$ cat config.mk
export PLATFORM = sky130hd
export DESIGN_NAME = imt_ctrl
export DESIGN_NICKNAME = d
export VERILOG_FILES = /design/src/rtl/imt_pkg.sv /design/src/rtl/imt_ctrl.sv
export SDC_FILE = /design/constraint.sdc
export NUM_CORES = 1
export LEC_CHECK = 0
export BUFFER_PORTS_ARGS = -buffer_cell sky130_fd_sc_hd__clkbuf_2
export CAP_MARGIN = 40
export CORE_AREA = 2 2 39 41
export DETAILED_ROUTE_END_ITERATION = 12
export DIE_AREA = 0 0 41 43
export HOLD_SLACK_MARGIN = 0.06
export PLACE_DENSITY_LB_ADDON = 0.2
export SETUP_SLACK_MARGIN = 0.3
export SLEW_MARGIN = 20
export SYNTH_ARGS = -nofsm -noshare
export SYNTH_HDL_FRONTEND = slang
export SYNTH_SLANG_ARGS = --single-unit
$ cat constraint.sdc
create_clock -name clock -period 1.9 [get_ports clock]
set_input_delay 0 -clock clock [delete_from_list [all_inputs] [get_ports clock]]
set_output_delay 0 -clock clock [all_outputs]
set_load 0.01 [all_outputs]
$ cat src/rtl/imt_pkg.sv
// Shared constants, types and controller/datapath command structs for the Ising trial unit.
package imt_pkg;

   localparam int MAX_SIDE = 64;
   localparam int ROW_W = $clog2(MAX_SIDE);
   localparam int SIDE_W = 7;
   localparam int LEVEL_W = 32;
   localparam int DE_W = 5;
   localparam int ENERGY_W = 15;
   localparam int MAG_W = 14;
   localparam int COUNT_W = 13;
   localparam int CSR_INDEX_W = 2;
   localparam int CSR_DATA_W = 32;

   localparam int RESET_SIDE = 64;
   localparam int RESET_SIDE_USE = (RESET_SIDE < MAX_SIDE) ? RESET_SIDE : MAX_SIDE;

   typedef logic [ROW_W-1:0] row_type;
   typedef logic [MAX_SIDE-1:0] lattice_row_type;
   typedef logic [1:0] mode_type;
   typedef logic [CSR_INDEX_W-1:0] csr_index_type;

   localparam mode_type MODE_WRITE = 2'd0;
   localparam mode_type MODE_TRIAL = 2'd1;
   localparam mode_type MODE_RESCAN = 2'd2;

   localparam csr_index_type CSR_LATTICE_SIDE = 2'd0;
   localparam csr_index_type CSR_ACCEPT_FOUR = 2'd1;
   localparam csr_index_type CSR_ACCEPT_EIGHT = 2'd2;

   localparam logic [SIDE_W-1:0] SIDE_RESET = SIDE_W'(RESET_SIDE);
   localparam logic [COUNT_W-1:0] COUNT_LIMIT = COUNT_W'(4096);
   localparam logic signed [ENERGY_W-1:0] ENERGY_RESET =
      ENERGY_W'(-2 * RESET_SIDE_USE * RESET_SIDE_USE);
   localparam logic signed [MAG_W-1:0] MAG_RESET = MAG_W'(RESET_SIDE_USE * RESET_SIDE_USE);

   typedef enum logic [3:0] {
      ST_CLEAR,
      ST_IDLE,
      ST_WRITE_SPIN,
      ST_TRIAL_UP,
      ST_TRIAL_DOWN,
      ST_TRIAL_DECIDE,
      ST_SCAN_PREV,
      ST_SCAN_LOAD,
      ST_SCAN_COL,
      ST_SCAN_COMMIT,
      ST_FINISH
   } state_type;

   typedef enum logic [2:0] {
      RD_REQ_ROW,
      RD_LAST_ROW,
      RD_UP_ROW,
      RD_DOWN_ROW,
      RD_SCAN_ROW,
      RD_NEXT_ROW
   } rd_sel_type;

   typedef struct packed {
      rd_sel_type rd_sel;
      logic load_item;
      logic cap_cur;
      logic cap_up;
      logic trial_commit;
      logic spin_write;
      logic scan_init;
      logic scan_step;
      logic scan_commit;
      logic clear_step;
      logic load_out;
   } cmd_type;

   typedef struct packed {
      logic req_bad;
      logic clear_last;
      logic col_last;
      logic row_last;
   } status_type;

endpackage

$ cat src/rtl/imt_ctrl.sv
// Sequencer for spin writes, Metropolis trials, rescans and the post-reset lattice fill.
module imt_ctrl (
   input  logic               clock,
   input  logic               reset,
   input  logic               req_valid,
   input  imt_pkg::mode_type  req_mode,
   output logic               req_ready,
   output logic               rsp_valid,
   input  logic               rsp_ready,
   input  imt_pkg::status_type status,
   output imt_pkg::cmd_type   cmd
);
   import imt_pkg::*;

   state_type state_ff, state_in;
   logic rsp_valid_ff, rsp_valid_in;

   always_ff @(posedge clock) begin
      if (reset) begin
         state_ff <= ST_CLEAR;
         rsp_valid_ff <= 1'b0;
      end else begin
         state_ff <= state_in;
         rsp_valid_ff <= rsp_valid_in;
      end
   end

   always_comb begin
      state_in = state_ff;
      cmd = '0;
      cmd.rd_sel = RD_REQ_ROW;
      req_ready = 1'b0;
      case (state_ff)
         ST_CLEAR: begin
            cmd.clear_step = 1'b1;
            if (status.clear_last) state_in = ST_IDLE;
         end
         ST_IDLE: begin
            req_ready = 1'b1;
            if (req_valid) begin
               cmd.load_item = 1'b1;
               case (req_mode)
                  MODE_WRITE: state_in = status.req_bad ? ST_FINISH : ST_WRITE_SPIN;
                  MODE_TRIAL: state_in = status.req_bad ? ST_FINISH : ST_TRIAL_UP;
                  MODE_RESCAN: begin
                     cmd.rd_sel = RD_LAST_ROW;
                     cmd.scan_init = 1'b1;
                     state_in = ST_SCAN_PREV;
                  end
                  default: state_in = ST_FINISH;
               endcase
            end
         end
         ST_WRITE_SPIN: begin
            cmd.spin_write = 1'b1;
            state_in = ST_FINISH;
         end
         ST_TRIAL_UP: begin
            cmd.cap_cur = 1'b1;
            cmd.rd_sel = RD_UP_ROW;
            state_in = ST_TRIAL_DOWN;
         end
         ST_TRIAL_DOWN: begin
            cmd.cap_up = 1'b1;
            cmd.rd_sel = RD_DOWN_ROW;
            state_in = ST_TRIAL_DECIDE;
         end
         ST_TRIAL_DECIDE: begin
            cmd.trial_commit = 1'b1;
            state_in = ST_FINISH;
         end
         ST_SCAN_PREV: begin
            cmd.cap_up = 1'b1;
            cmd.rd_sel = RD_SCAN_ROW;
            state_in = ST_SCAN_LOAD;
         end
         ST_SCAN_LOAD: begin
            cmd.cap_cur = 1'b1;
            state_in = ST_SCAN_COL;
         end
         ST_SCAN_COL: begin
            cmd.scan_step = 1'b1;
            cmd.rd_sel = RD_NEXT_ROW;
            if (status.col_last) begin
               state_in = status.row_last ? ST_SCAN_COMMIT : ST_SCAN_LOAD;
            end
         end
         ST_SCAN_COMMIT: begin
            cmd.scan_commit = 1'b1;
            state_in = ST_FINISH;
         end
         ST_FINISH: begin
            if (!rsp_valid_ff || rsp_ready) begin
               cmd.load_out = 1'b1;
               state_in = ST_IDLE;
            end
         end
         default: state_in = ST_CLEAR;
      endcase
   end

   always_comb begin
      if (cmd.load_out) rsp_valid_in = 1'b1;
      else if (rsp_ready) rsp_valid_in = 1'b0;
      else rsp_valid_in = rsp_valid_ff;
   end

   assign rsp_valid = rsp_valid_ff;

endmodule

==> impl_metrics.yaml <==
outcome:
  status: "completed"
route:
  drc_errors: 0
  via_count: 608
  via_per_inst: 5.24
  drtPass1Iterations: 4
  drtIter0Drc: 9
  drtAntennaViolNets: 0
  wl_um: 1300
  wl_per_cell_um: 11.2
final_layout:
  most-common-layout-cells: "clkbuf_2, nor2_1, a21oi_1, nor2b_1, nand2b_1"
  layout_commonest_cell: "clkbuf_2"
  diodes: 0
  fillers: 138
  drive_gt1_share_pct: 40.0
  fin_nets: 111
  syn_to_final_growth_pct: 27.2
  design_area_um2: 719
placed_design:
  hpwl_um: 988
  place_congestion: 0.775
  dp_slack_ns: 0.333
  placedInstanceArea_um2: 671
  portBuffers: 24
sta:
  post-route-min-period_ns: 1.46
  worst_pin_slew_ns: 0.413
  setup_tns_ns: 0
  fin_crit_sh_pct: 76.9
  rsz0062_at_grt: "false"
  worst_clock_skew_ns: 0.00151
  relSlewSlack_pct: 72.2
  worst_slack_ns: 0.439
  hold_violations: 0
  setup_viol: 0
  fmax_ghz: 0.684
  slew_viol_final: 0
logic_synthesis:
  synthesis.area_um2: 566
  synth.area.top_cells: "dfxtp_1, nor2b_1, a21oi_1, nor2_1, nand2b_1"
  seq_area_frac_synth_pct: 17.7
  yosys.area.top_type: "dfxtp_1"
  syn-num-nets: 87
  synth-seq-cells: 5
  ys_types: 34
  avgSynthCellArea_um2: 7.34
  ys_warn_count: 0
  yosysTopAreaCellShare_pct: 17.7
  syn_inst: 77
clock_network:
  cts_sinks: 5
  cts.htree.levels: 1
  post-cts-setup-buffer-count: 0
  cts_buffer_depth: 2
  path_clk_slew_ns: 0.05
  ctsRootBufferMaster: "clkbuf_4"
  cts_tree: "yes"
  clk-insertion-delay-late_ns: 0.24
  cts_made_buffers: 3
floorplan:
  core.rowCount: 14
  die_area_um2: 1760
  initial_utilization_pct: 40.9
  core_um2: 1380
  fp.dieH_um: 43
  pin_count: 25
  die_w_um: 41
global_route:
  grt_pass1_wl_um: 2220
  antenna_found_initial: 0
  grt_max_degree: 19
  grt_pass1_vias: 489
  grt_overflow_total: 0
  grtUsageTotal_pct: 17.6
worst_setup_path:
  critPathMaxStageDelay_ns: 0.44
  critical_path_class: "reg -> out"
  path_cells: "nor2b_1 > a31oi_1 > o22a_1 > nor2_1 > clkbuf_2"
  critical_path_required_ns: 1.90
  end_kind: "primary output"
  slowest_stage: "dfxtp_4"
  path_max_fanout: 18
  crit_buf_inv: 1
  cp_top_family: "flip-flops"
  start_kind: "flip-flop"
  cp_data_arrival_time_ns: 1.46
pwr:
  power.density_nw_per_um2: 1190
  ir_drop_v: 0.000440
  power.total_uw: 857
  p_leak_nw: 0.314
flow_run:
  maxCapViolCount: 0
worst_hold_path:
  hp-class: "in -> reg"
## stage by stage
step,utilization (%),cells,hold WS [ns]
after CTS,51.2,116,0.0699
after global placement,48.5,111,0.245
after detailed placement,48.5,111,0.247
final,52.0,116,0.0763
after global routing,52.0,116,0.113
after floorplan,-,77,0.0679
## registers in the layout, indices dropped and copies added (netlist names)
name,flops
rsp_valid,1
state_ff,4
## cells by family (layout without fill, tap and decap cells)
logic type / after synthesis / after routing / synth area share, %
AOI/OAI and AO/OA: 21 / 21 / 27.4
DFF: 5 / 5 / 17.7
and+or+nand+nor: 39 / 39 / 41.8
buffers and inverters: 10 / 33 / 9.51
muxes: 2 / 2 / 3.54
## repair_timing
action / 4_1_cts / 5_1_grt
hold buffers: 1 / 0
endpoints found under the hold margin: 5 / 0
setup endpoints to repair: 2 / 6
resized for setup: 1 / 5
## cell usage after synthesis (all sizes together)
library cell  number
nand2              3
a211oi             2
nor3b              3
a31oi              2
nor4               1
dfxtp              5
o22a               1
a32oi              1
o21bai             1
inv                3
or2b               1
nor4b              1
nor2               7
a2bb2oi            1
o21a               2
nand4              1
nor2b              5
or3                1
a21oi              6
nand3              3
mux2i              2
nor3               2
or2                1
a311oi             1
o21ai              3
and2               1
buf                7
and3               3
nand2b             6
o2111ai            1
## final timing paths
| kind | from | end | slack, ns | cells after the start |
|---|---|---|---|---|
| max reg2reg | state_ff[2]$_SDFFE_PP0P_ | state_ff[1]$_SDFFE_PP0P_ | 0.53 | 4 |
| min | req_valid | state_ff[0]$_SDFFE_PP0P_ | 0.08 | 3 |
| min reg2reg | rsp_valid$_SDFFE_PP0P_ | rsp_valid$_SDFFE_PP0P_ | 0.52 | 2 |
| max | state_ff[0]$_SDFFE_PP0P_ | cmd[10] | 0.44 | 5 |
## layout make-up
cell class / count / area (um2) / area share, %
Inverter: 3 / 11.3 / 1.57
Multi-Input combinational cell: 62 / 417 / 57.9
Timing Repair Buffer: 26 / 138 / 19.1
Tap cell: 16 / 20.0 / 2.78
Clock buffer: 4 / 26.3 / 3.65
Sequential cell: 5 / 108 / 15.0
## tightest hold or removal path, cell delays in order
cell and delay, ns:
clkbuf_2 0.12, or2b_1 0.10, a31oi_1 0.06
## metal layers
metal  routed length (um)  track usage (%)  vias to the layer above
met4                    0             4.00                        0
met2                  596             24.4                       18
met5                    0                0                        -
met3                   63                0                        0
li1                     -                -                      324
met1                  639             29.3                      266
## power by group
group | switching (mW) | internal, mW
logic | 0.249 | 0.245
registers | 0.0968 | 0.142
clock network | 0.0433 | 0.0794
total | 0.389 | 0.467
Power figures use the tool's default switching activity.
